--- src/rtl/tcgb_pkg.sv ---
`timescale 1ns / 1ps

package tcgb_pkg;

  localparam int GLYPH_ROWS  = 16;
  localparam int GLYPH_COUNT = 256;
  localparam int GLYPH_IDX_W = $clog2(GLYPH_COUNT);
  localparam int ROW_W       = $clog2(GLYPH_ROWS);
  localparam int FONT_AW     = GLYPH_IDX_W + ROW_W;
  localparam int FONT_DEPTH  = GLYPH_COUNT * GLYPH_ROWS;

  localparam int CUR_W  = 14;
  localparam int ADDR_W = 34;
  // pixel offset x + y*stride, with y up to the saturated value plus the last glyph row
  localparam int OFF_W  = 29;
  localparam int DATA_W = 32;
  localparam int PADDR_W = 5;

  localparam int Q_DEPTH = 4;
  localparam int Q_PTR_W = $clog2(Q_DEPTH);

  localparam logic [CUR_W-1:0] CUR_HOME_X = CUR_W'(8);
  localparam logic [CUR_W-1:0] CUR_HOME_Y = CUR_W'(16);
  localparam logic [CUR_W-1:0] CUR_MAX    = '1;
  localparam logic [CUR_W-1:0] CHAR_STEP  = CUR_W'(8);
  localparam logic [CUR_W-1:0] TAB_STEP   = CUR_W'(32);
  localparam logic [CUR_W-1:0] LINE_STEP  = CUR_W'(16);

  localparam logic [7:0] CHAR_NUL = 8'h00;
  localparam logic [7:0] CHAR_LF  = 8'h0A;
  localparam logic [7:0] CHAR_TAB = 8'h09;

  localparam logic [ROW_W-1:0] ROW_LAST = ROW_W'(GLYPH_ROWS - 1);

  typedef enum logic [1:0] {
    OP_PRINT = 2'd0,
    OP_LOAD  = 2'd1,
    OP_CLEAR = 2'd2,
    OP_NONE  = 2'd3
  } opcode_t;

  typedef enum logic [1:0] {
    CMD_LOAD  = 2'd0,
    CMD_CLEAR = 2'd1,
    CMD_GLYPH = 2'd2
  } cmd_kind_t;

  typedef enum logic {
    KIND_ROW   = 1'b0,
    KIND_CLEAR = 1'b1
  } kind_t;

  typedef enum logic [2:0] {
    REG_FRAME_BASE    = 3'd0,
    REG_LINE_STRIDE   = 3'd1,
    REG_SCREEN_WIDTH  = 3'd2,
    REG_SCREEN_HEIGHT = 3'd3,
    REG_TEXT_COLOR    = 3'd4
  } reg_idx_t;

  typedef enum logic [1:0] {
    B_IDLE  = 2'd0,
    B_CLEAR = 2'd1,
    B_MUL   = 2'd2,
    B_ROWS  = 2'd3
  } bstate_t;

  typedef struct packed {
    cmd_kind_t              kind;
    logic                   pre_clear;
    logic [CUR_W-1:0]       x;
    logic [CUR_W-1:0]       y;
    logic [GLYPH_IDX_W-1:0] glyph;
    logic [ROW_W-1:0]       row;
    logic [7:0]             bits;
  } cmd_t;

  function automatic logic [CUR_W-1:0] sat_add(input logic [CUR_W-1:0] a,
                                               input logic [CUR_W-1:0] b);
    logic [CUR_W:0] s;
    s = {1'b0, a} + {1'b0, b};
    return s[CUR_W] ? CUR_MAX : s[CUR_W-1:0];
  endfunction

endpackage

--- src/rtl/tcgb_queue.sv ---
`timescale 1ns / 1ps

module tcgb_queue (
  input  logic           clk,
  input  logic           rst_n,
  input  logic           push,
  input  tcgb_pkg::cmd_t push_data,
  output logic           full,
  input  logic           pop,
  output logic           pop_valid,
  output tcgb_pkg::cmd_t pop_data
);

  tcgb_pkg::cmd_t                 entries_r [tcgb_pkg::Q_DEPTH];
  logic [tcgb_pkg::Q_PTR_W-1:0]   wr_ptr_r, wr_ptr_nxt;
  logic [tcgb_pkg::Q_PTR_W-1:0]   rd_ptr_r, rd_ptr_nxt;
  logic [tcgb_pkg::Q_PTR_W:0]     count_r, count_nxt;
  logic                           do_push, do_pop;

  assign full      = count_r == (tcgb_pkg::Q_PTR_W + 1)'(tcgb_pkg::Q_DEPTH);
  assign pop_valid = count_r != '0;
  assign pop_data  = entries_r[rd_ptr_r];
  assign do_push   = push && !full;
  assign do_pop    = pop && pop_valid;

  always_comb begin
    wr_ptr_nxt = do_push ? wr_ptr_r + 1'b1 : wr_ptr_r;
    rd_ptr_nxt = do_pop ? rd_ptr_r + 1'b1 : rd_ptr_r;
    count_nxt  = count_r + {{tcgb_pkg::Q_PTR_W{1'b0}}, do_push}
                         - {{tcgb_pkg::Q_PTR_W{1'b0}}, do_pop};
  end

  always_ff @(posedge clk) begin
    if (!rst_n) begin
      wr_ptr_r <= '0;
      rd_ptr_r <= '0;
      count_r  <= '0;
    end else begin
      wr_ptr_r <= wr_ptr_nxt;
      rd_ptr_r <= rd_ptr_nxt;
      count_r  <= count_nxt;
    end
  end

  always_ff @(posedge clk) begin
    if (do_push) begin
      entries_r[wr_ptr_r] <= push_data;
    end
  end

endmodule

--- config.mk ---
export PLATFORM = sky130hd
export DESIGN_NAME = tcgb_queue
export DESIGN_NICKNAME = d
export VERILOG_FILES = /design/src/rtl/tcgb_pkg.sv /design/src/rtl/tcgb_queue.sv
export SDC_FILE = /design/constraint.sdc
export NUM_CORES = 1
export LEC_CHECK = 0
export BUFFER_PORTS_ARGS = -buffer_cell sky130_fd_sc_hd__buf_2
export CAP_MARGIN = 20
export CORE_AREA = 2 2 98 172
export CTS_BUF_LIST = sky130_fd_sc_hd__clkbuf_4 sky130_fd_sc_hd__clkbuf_8
export DETAILED_ROUTE_END_ITERATION = 8
export DIE_AREA = 0 0 100 174
export GPL_TIMING_DRIVEN = 0
export PLACE_DENSITY = 0.76
export SLEW_MARGIN = 10
export SYNTH_ARGS = -nofsm -noshare
export SYNTH_HDL_FRONTEND = slang
export SYNTH_SLANG_ARGS = --single-unit
--- constraint.sdc ---
create_clock -name clk -period 5.3 [get_ports clk]
set_input_delay 0.795 -clock clk [delete_from_list [all_inputs] [get_ports clk]]
set_output_delay 0.795 -clock clk [all_outputs]
set_load 0.02 [all_outputs]
==> flow_metrics.tcl <==
set metrics [dict create \
    finalClockSkew_ns 0.00761 \
    syn_avg_cell_area_um2 25.1 \
    timing.final.max_slew_violations 0 \
    critPathArrivalTime_ns 2.00 \
    htree_num_levels 1 \
    timing.max_slew.rel_slack 0.474 \
    hp-class "in2reg" \
    yosys_warnings 0 \
    cellLeakagePower_nw 3.12 \
    grt_use_met3 0.0346 \
    synth_top_area_share 0.776 \
    fin_tns_setup_ns 0 \
    synth.ff_latch_count 213 \
    gr-usage-met2 0.288 \
    gr-total-overflow 0 \
    wire_length_of_the_first_global_routing_pass_um 20500 \
    yosys-top-cells-area "edfxtp_1 78%, mux4_2 14%, dfxtp_1 2.3%" \
    cp.buffers_inverters 3 \
    timing_worst_setup_path_type "reg2out" \
    ctsResizeCount 0 \
    synth_seq_area_share 0.799 \
    post-route-min-period_ns 2.80 \
    synthDominantAreaCellType "edfxtp_1" \
    grt_max_degree 52 \
    antenna_found_initial 2 \
    hpwl_um 8360 \
    total_power_mw 4.33 \
    area_growth_syn_to_layout_pct 16.3 \
    worst_setup_slack_for_register_to_register_paths_ns 2.95 \
    yosysUniqueCellTypes 21 \
    clk-insertion-delay-late_ns 0.52 \
    final_critical_path_setup_slack_ns 2.50 \
    clkSlewWorstSetupHoldPaths_ns 0.06 \
    final_cells 664 \
    synthCells 315 \
    grt_setup_unrepaired "no" \
    finalSetupViolCount 0 \
    crit_path_start_kind "register" \
    cts_post_setup_buffers_inserted 0 \
    final_antenna_net_count 0 \
    area_inside_the_core_boundary_um2 16100 \
    cts-hold-fix-buffers 0 \
    placed_cells 613 \
    finish.utilization 0.569 \
    nNetsFinal 514 \
    gpl.final_weighted_congestion 0.654 \
    critical_path.cell_chain "buf_1, buf_2, mux4_2, buf_2" \
    path_common_cell "buf_2" \
    synth.cell_area_um2 7900 \
    chip_height_um 174 \
    timing.critical_path.fanout_max 10 \
    post_syn_nets 377 \
    max_slew.worst_pin.slew_ns 0.788 \
    drc_errors 0 \
    ir_drop_uv 328 \
    drt_pre_antenna_iters 4 \
    top_usage_layer "met2" \
    clock.fmax_mhz 358 \
    grt_pass1_vias 3936 \
    critical_path.max_stage_delay_ns 0.37 \
    pwr_density_cell_nw_per_um2 472 \
    tritoncts "built" \
    boundaryPins 108 \
    worst_hold_slack_ns 0.487 \
    cpMaxStageDelayCell "mux4_2" \
    first_iter_violations 152 \
    ratio_of_cells_with_drive_above_1_in_the_final_layout 0.452 \
    groute.layer.met1.usage 0.173 \
    run_status "completed" \
    routed_wire_length_per_instance_um 19.9 \
    endpoint_kind "primary output" \
    min_period_over_period 0.527 \
    initial_utilization 0.489 \
    max_cap_violations 0 \
    vias 3521 \
    total_routed_wirelength_um 13200 \
    port-buffer-count 106 \
    cts_inserted_buffers 29 \
    dieWidth_um 100 \
    route.detailed.vias_per_inst 5.30 \
    critical_path_rt_ns 4.51 \
    hold_viol 0 \
    grt_use_total 0.155 \
    crit_family "buffers and inverters" \
    dp_worst_setup_slack_ns 2.62 \
    cts-root-buf "clkbuf_8" \
    cts.sinks 213 \
    layout.cell_area.non_filler_um2 9180 \
    die_area_um2 17400 \
    ctsLongestPathBuffers 3 \
    row_count 62 \
    placement.cell_area_um2 8680 \
]
[state kept, by name (all words and copies together), names as in the netlist, named ones only]
register,cells
entries_r,204
count_r,3
wr_ptr_r,2
rd_ptr_r,2
[worst reg2reg max path: stages (launching register included)]
cell     delay [ns]
dfxtp_1        0.47
nor3b_2        0.09
nor2b_1        0.10
buf_2          0.19
inv_1          0.06
ha_1           0.28
inv_1          0.07
ha_1           0.13
inv_1          0.05
fa_1           0.37
xnor2_1        0.15
xnor2_1        0.12
and2_1         0.16
[layer usage]
layer | part of all wire | up-vias
li1 | - | 1596
met1 | 0.36 | 1808
met2 | 0.57 | 93
met3 | 0.052 | 20
met4 | 0.017 | 4
met5 | 0.0020 | -
[power breakdown]
part / internal, mW / switching (mW)
Combinational: 0.516 / 0.637
Sequential: 2.04 / 0.0554
Clock: 0.538 / 0.544
Total: 3.10 / 1.24
[synth_stat cells]
cell type and instances:
buf_6 1, fa_1 1, and2_1 7, buf_2 6
edfxtp_1 204, o311ai_1 1, xnor2_1 4, nor3b_2 1
dfxtp_1 9, buf_1 1, nor2b_1 4, mux4_2 50
clkbuf_1 1, buf_12 5, or3_1 1, o31a_1 1
mux2i_1 2, nand2_1 4, mux4_1 1, ha_1 6
inv_1 5
[cell usage in the layout, fill, tap and decap left out, drive strengths merged]
cell type	count
or3	1
xnor2	4
mux2i	2
diode	1
nor2b	4
o31a	1
buf	119
fa	1
nand2	4
edfxtp	204
ha	6
mux4	51
and2	7
clkinv	16
dfxtp	9
nor3b	1
clkbuf	34
o311ai	1
inv	5
clkinvlp	1
[cell type report]
| type | count | area [um^2] |
|---|---|---|
| clock buffers | 33 | 429 |
| flip-flops and latches | 213 | 6310 |
| repair buffers | 106 | 531 |
| fillers | 1221 | 6950 |
| inverters | 5 | 18.8 |
| plain buffers | 14 | 149 |
| well taps | 192 | 240 |
| clock inverters | 17 | 75.1 |
| diodes | 1 | 2.50 |
| multi-input cells | 83 | 1430 |
[path summary, 6_finish.rpt]
| path | start | to | depth (start not counted) |
|---|---|---|---|
| worst max-delay path | register | pop_data[36] | 4 |
| worst min-delay path | push_data[10] | entries_r[0][10] | 1 |
| worst max register to register | count_r[1] | count_r[2] | 12 |
| worst min register to register | wr_ptr_r[0] | wr_ptr_r[0] | 2 |
[kinds of logic after synthesis]
family | Yosys count | synth area share
adders and majority gates | 7 | 0.0120
and+or+nand+nor | 17 | 0.0130
AOI/OAI and AO/OA | 2 | 0.00222
muxes | 53 | 0.148
DFF | 213 | 0.799
xor gates and xnor gates | 4 | 0.00444
buffers and inverters | 19 | 0.0212
No activity file was read; power rests on OpenSTA's default activity.
