## src/rtl/tcgb_pkg.sv

```systemverilog
`timescale 1ns / 1ps

package tcgb_pkg;

  localparam int GLYPH_ROWS  = 16;
  localparam int GLYPH_COUNT = 256;
  localparam int GLYPH_IDX_W = $clog2(GLYPH_COUNT);
  localparam int ROW_W       = $clog2(GLYPH_ROWS);
  localparam int FONT_AW     = GLYPH_IDX_W + ROW_W;
  localparam int FONT_DEPTH  = GLYPH_COUNT * GLYPH_ROWS;

  localparam int CUR_W  = 14;
  localparam int ADDR_W = 34;
  // pixel offset x + y*stride, with y up to the saturated value plus the last glyph row
  localparam int OFF_W  = 29;
  localparam int DATA_W = 32;
  localparam int PADDR_W = 5;

  localparam int Q_DEPTH = 4;
  localparam int Q_PTR_W = $clog2(Q_DEPTH);

  localparam logic [CUR_W-1:0] CUR_HOME_X = CUR_W'(8);
  localparam logic [CUR_W-1:0] CUR_HOME_Y = CUR_W'(16);
  localparam logic [CUR_W-1:0] CUR_MAX    = '1;
  localparam logic [CUR_W-1:0] CHAR_STEP  = CUR_W'(8);
  localparam logic [CUR_W-1:0] TAB_STEP   = CUR_W'(32);
  localparam logic [CUR_W-1:0] LINE_STEP  = CUR_W'(16);

  localparam logic [7:0] CHAR_NUL = 8'h00;
  localparam logic [7:0] CHAR_LF  = 8'h0A;
  localparam logic [7:0] CHAR_TAB = 8'h09;

  localparam logic [ROW_W-1:0] ROW_LAST = ROW_W'(GLYPH_ROWS - 1);

  typedef enum logic [1:0] {
    OP_PRINT = 2'd0,
    OP_LOAD  = 2'd1,
    OP_CLEAR = 2'd2,
    OP_NONE  = 2'd3
  } opcode_t;

  typedef enum logic [1:0] {
    CMD_LOAD  = 2'd0,
    CMD_CLEAR = 2'd1,
    CMD_GLYPH = 2'd2
  } cmd_kind_t;

  typedef enum logic {
    KIND_ROW   = 1'b0,
    KIND_CLEAR = 1'b1
  } kind_t;

  typedef enum logic [2:0] {
    REG_FRAME_BASE    = 3'd0,
    REG_LINE_STRIDE   = 3'd1,
    REG_SCREEN_WIDTH  = 3'd2,
    REG_SCREEN_HEIGHT = 3'd3,
    REG_TEXT_COLOR    = 3'd4
  } reg_idx_t;

  typedef enum logic [1:0] {
    B_IDLE  = 2'd0,
    B_CLEAR = 2'd1,
    B_MUL   = 2'd2,
    B_ROWS  = 2'd3
  } bstate_t;

  typedef struct packed {
    cmd_kind_t              kind;
    logic                   pre_clear;
    logic [CUR_W-1:0]       x;
    logic [CUR_W-1:0]       y;
    logic [GLYPH_IDX_W-1:0] glyph;
    logic [ROW_W-1:0]       row;
    logic [7:0]             bits;
  } cmd_t;

  function automatic logic [CUR_W-1:0] sat_add(input logic [CUR_W-1:0] a,
                                               input logic [CUR_W-1:0] b);
    logic [CUR_W:0] s;
    s = {1'b0, a} + {1'b0, b};
    return s[CUR_W] ? CUR_MAX : s[CUR_W-1:0];
  endfunction

endpackage

```

## src/rtl/tcgb_front.sv

```systemverilog
`timescale 1ns / 1ps

module tcgb_front (
  input  logic                          clk,
  input  logic                          rst_n,
  input  logic                          in_valid,
  output logic                          in_stall,
  input  logic [1:0]                    in_opcode,
  input  logic [7:0]                    in_char_code,
  input  logic [3:0]                    in_font_row,
  input  logic [7:0]                    in_font_bits,
  input  logic [tcgb_pkg::CUR_W-1:0]    screen_width,
  input  logic [tcgb_pkg::CUR_W-1:0]    screen_height,
  input  logic                          q_full,
  output logic                          q_push,
  output tcgb_pkg::cmd_t                q_data
);

  logic [tcgb_pkg::CUR_W-1:0] cur_x_r, cur_x_nxt;
  logic [tcgb_pkg::CUR_W-1:0] cur_y_r, cur_y_nxt;
  logic                       accept;

  assign in_stall = q_full;
  assign accept   = in_valid && !q_full;

  always_comb begin
    logic                       pre;
    logic [tcgb_pkg::CUR_W-1:0] hx, hy, x1, y1;
    logic                       push;
    pre  = cur_y_r > {1'b0, screen_height[tcgb_pkg::CUR_W-1:1]};
    hx   = pre ? tcgb_pkg::CUR_HOME_X : cur_x_r;
    hy   = pre ? tcgb_pkg::CUR_HOME_Y : cur_y_r;
    x1   = cur_x_r;
    y1   = cur_y_r;
    push = 1'b0;
    q_data           = '0;
    q_data.kind      = tcgb_pkg::CMD_CLEAR;
    q_data.pre_clear = pre;
    q_data.x         = hx;
    q_data.y         = hy;
    q_data.glyph     = tcgb_pkg::GLYPH_IDX_W'(in_char_code);
    q_data.row       = tcgb_pkg::ROW_W'(in_font_row);
    q_data.bits      = in_font_bits;
    unique case (tcgb_pkg::opcode_t'(in_opcode))
      tcgb_pkg::OP_PRINT: begin
        if (in_char_code != tcgb_pkg::CHAR_NUL) begin
          if (in_char_code == tcgb_pkg::CHAR_LF) begin
            x1   = tcgb_pkg::CUR_HOME_X;
            y1   = tcgb_pkg::sat_add(hy, tcgb_pkg::LINE_STEP);
            push = pre;
          end else if (in_char_code == tcgb_pkg::CHAR_TAB) begin
            x1   = tcgb_pkg::sat_add(hx, tcgb_pkg::TAB_STEP);
            y1   = hy;
            push = pre;
          end else begin
            x1          = tcgb_pkg::sat_add(hx, tcgb_pkg::CHAR_STEP);
            y1          = hy;
            push        = 1'b1;
            q_data.kind = tcgb_pkg::CMD_GLYPH;
          end
          // wrap the cursor onto the next text line
          if (x1 > screen_width) begin
            x1 = tcgb_pkg::CUR_HOME_X;
            y1 = tcgb_pkg::sat_add(y1, tcgb_pkg::LINE_STEP);
          end
        end
      end
      tcgb_pkg::OP_LOAD: begin
        q_data.kind = tcgb_pkg::CMD_LOAD;
        push        = int'(in_char_code) < tcgb_pkg::GLYPH_COUNT;
      end
      tcgb_pkg::OP_CLEAR: begin
        x1   = tcgb_pkg::CUR_HOME_X;
        y1   = tcgb_pkg::CUR_HOME_Y;
        push = 1'b1;
      end
      tcgb_pkg::OP_NONE: begin
        push = 1'b0;
      end
      default: begin
        push = 1'b0;
      end
    endcase
    q_push    = accept && push;
    cur_x_nxt = accept ? x1 : cur_x_r;
    cur_y_nxt = accept ? y1 : cur_y_r;
  end

  always_ff @(posedge clk) begin
    if (!rst_n) begin
      cur_x_r <= tcgb_pkg::CUR_HOME_X;
      cur_y_r <= tcgb_pkg::CUR_HOME_Y;
    end else begin
      cur_x_r <= cur_x_nxt;
      cur_y_r <= cur_y_nxt;
    end
  end

endmodule

```

## config.mk

```make
export PLATFORM = sky130hd
export DESIGN_NAME = tcgb_front
export DESIGN_NICKNAME = d
export VERILOG_FILES = /design/src/rtl/tcgb_pkg.sv /design/src/rtl/tcgb_front.sv
export SDC_FILE = /design/constraint.sdc
export NUM_CORES = 1
export LEC_CHECK = 0
export ABC_CLOCK_PERIOD_IN_PS = 8400
export BUFFER_PORTS_ARGS = -buffer_cell sky130_fd_sc_hd__buf_2
export CAP_MARGIN = 20
export CORE_MARGIN = 1.5
export CORE_UTILIZATION = 40
export CTS_CLUSTER_DIAMETER = 60
export DETAILED_ROUTE_END_ITERATION = 10
export MAX_ROUTING_LAYER = met4
export PLACE_DENSITY = 0.77
export SETUP_SLACK_MARGIN = 0.2
export SLEW_MARGIN = 5
export SYNTH_ARGS = -nofsm -noshare
export SYNTH_HDL_FRONTEND = slang
export SYNTH_SLANG_ARGS = --single-unit
```

## constraint.sdc

```tcl
create_clock -name clk -period 8.4 [get_ports clk]
set_input_delay 0 -clock clk [delete_from_list [all_inputs] [get_ports clk]]
set_output_delay 0 -clock clk [all_outputs]
set_load 0.05 [all_outputs]
```

==> reports/results.ini <==
[run_status]
status=complete, no violations

[global_route]
first_global_vias=3104
grt_pass1_wl_um=14280
use_met2=0.3406
grt_antenna_before_repair=0
grt_max_degree=20
grt_usage=0.2059
grt_use_met1=0.2622
overflow=0
grt-busiest-layer=met2
grt_util_met3=0.01789

[power]
intPower_mw=0.1967
power_density_mw_per_mm2=79.56
peakVddDrop_uv=67.30
pwr-share-comb=0.219
p_clk_frac=0.311
p_leak_nw=1.760
finalPower_mw=0.2858
switching_share=0.3117
seq_power_share=0.470
p_sw_mw=0.08909

[route]
drtIter0Drc=305
drc_errors=0
wl_per_cell_um=15.33
postRouteAntennaNets=0
routed_via_density=5.856
drt-pass1-iter-count=6
vias=3326
drt_wl_total_um=8710

[timing]
worst_pin_slew_ns=0.8451
max_freq_ghz=0.1715
hold_viol_final=0
slew_viol_final=0
fin_setup_tns_ns=0
period_minus_slack_ns=5.832
worst_slack_ns=2.568
whs_ns=0.00002195
setup_violations=0
fin_crit_sh=0.6943
slew_headroom=0.4332
skew_ns=0.006083
rsz0062_at_grt=no

[clocking]
cts_tree=done
clk_pin_slew_worst_paths_ns=0.10
clk_latency_ns=0.29
ctsHoldBuffers=0
cts_max_path_buffers=2
cts-root-buf=clkbuf_8
cts.sinks=28
cts_htree_levels=1
cts_buffers=3
postCtsSetupRepairBufs=0
cts_resized=0

[floorplan]
ios=107
rows=32
start_util=0.4155
die_w_um=93.06
die-height_um=93.06
core_area_mm2=0.007807
dieArea_mm2=0.008660

[place]
numPortBuffers=80
dp_hpwl_um=6744
place_area_mm2=0.003537
pre_cts_ws_ns=2.763
gp_congestion=0.9439
dp.cells=564

[logic_synthesis]
synth_area_mm2=0.003244
seq_area_frac_synth=0.1728
ys_types=69
synth_seq_cells=28
synth_edf_count=0
yosysTopAreaCellShare=0.1728
synth_top_area_cell=dfxtp_1
avgSynthCellArea_um2=7.706
postSynthCellCount=421
synth_nets=508
synthArstFlopShare=0
ys_warn_count=0
yosys-top-cells-area=dfxtp_1 17%, ha_1 13%, and3_1 5.4%
synthFlopType=dfxtp_1

[layout]
area_delta_synth_final_pct=10.72
final_nets=554
drive_gt1_frac=0.2532
final_core_util=0.4601
design_area_mm2=0.003592
diodes=0
fin_cells=568

[flow_run]
cap_violations=0

[worst_hold_path]
min_path_type=in -> out

[setup_path]
crit_type=reg -> reg
cp.required_ns=8.61
cp_max_fo=17
crit_arrival_ns=6.04
start_kind=flop
end_kind=flop

## power groups by stage
stage | clock [mW] | combinational, mW | sequential, mW
6_report | 0.0890 | 0.0626 | 0.134
2_1_floorplan | 0 | 0.0608 | 0.137
3_5_place_dp | 0 | 0.0623 | 0.137
5_1_grt | 0.0944 | 0.0685 | 0.134
4_1_cts | 0.0886 | 0.0626 | 0.134
3_3_place_gp | 0 | 0.0607 | 0.137
## synth_stat cells, types with 8 or more instances
master	number
nand4_1	11
nor2_1	21
dfxtp_1	28
a21oi_1	15
o21ai_0	17
inv_1	36
xor2_1	11
nor3_1	11
nand2_1	35
a22o_1	8
and3_1	28
nand3_1	11
buf_2	11
clkbuf_1	9
ha_1	33
buf_4	22
## logic make-up after synthesis
kind of cell / Yosys count / synth area share
other cells: 1 / 0.001156
flops: 28 / 0.1728
simple gates: 167 / 0.3027
compound gates: 92 / 0.2140
fa+ha+maj: 33 / 0.1273
xor+xnor: 14 / 0.03779
buf+inv: 80 / 0.1253
mux: 6 / 0.01890
## critical path, cell delays in order (launching register included)
cell	delay [ns]
dfxtp_1	0.71
ha_1	0.20
nand4_1	0.09
or4_4	0.56
o21ai_2	0.20
and2_4	0.35
nand2_1	0.14
ha_1	0.25
nor2_2	0.27
nor3b_1	0.10
o221a_2	0.28
ha_1	0.29
nand3_1	0.15
nor4_1	0.08
a211o_1	0.31
o31ai_2	0.73
nor2b_1	0.72
nand2_1	0.12
o31ai_1	0.20
## path summary, 6_finish.rpt
kind	slack (ns)	start	cells after the start	to
max	2.57	cur_y_r[6]	18	cur_x_r[4]
min	0.00002	in_font_bits[5]	0	q_data[5]
max reg2reg	2.57	cur_y_r[6]	18	cur_x_r[4]
min reg2reg	0.48	cur_x_r[2]	1	cur_x_r[2]
## layout make-up
type | count | area (µm²)
clock buffers | 4 | 55.05
fillers | 780 | 4215
inverters | 37 | 141.4
multi-input cells | 313 | 2277
flip-flops and latches | 28 | 560.5
well taps | 102 | 127.6
repair buffers | 84 | 430.4
## sequential cells by signal, indices dropped and copies added, names as in the netlist
signal	flops
cur_y_r	14
cur_x_r	14
## per-layer routing
layer	wire, µm	vias to the layer above
li1	-	1594
met1	3790	1535
met2	4043	168
met4	234	0
met5	0	-
met3	641	29
## layout by cell type, fill, tap and decap left out, types with 5 or more instances in the layout
| cell type | instances |
|---|---|
| nor4_1 | 5 |
| nor3_1 | 11 |
| and3_1 | 28 |
| nand3_1 | 11 |
| dfxtp_1 | 28 |
| buf_2 | 80 |
| o21ai_0 | 17 |
| ha_1 | 33 |
| nand4_1 | 11 |
| mux2i_1 | 5 |
| o31ai_1 | 7 |
| nor2_1 | 21 |
| xor2_1 | 11 |
| inv_1 | 36 |
| o21ai_1 | 6 |
| a22o_1 | 8 |
| nand2_1 | 35 |
| nor2b_1 | 5 |
| nand2b_1 | 7 |
| a21oi_1 | 15 |
Note: power is estimated with default switching activity, not from simulation.
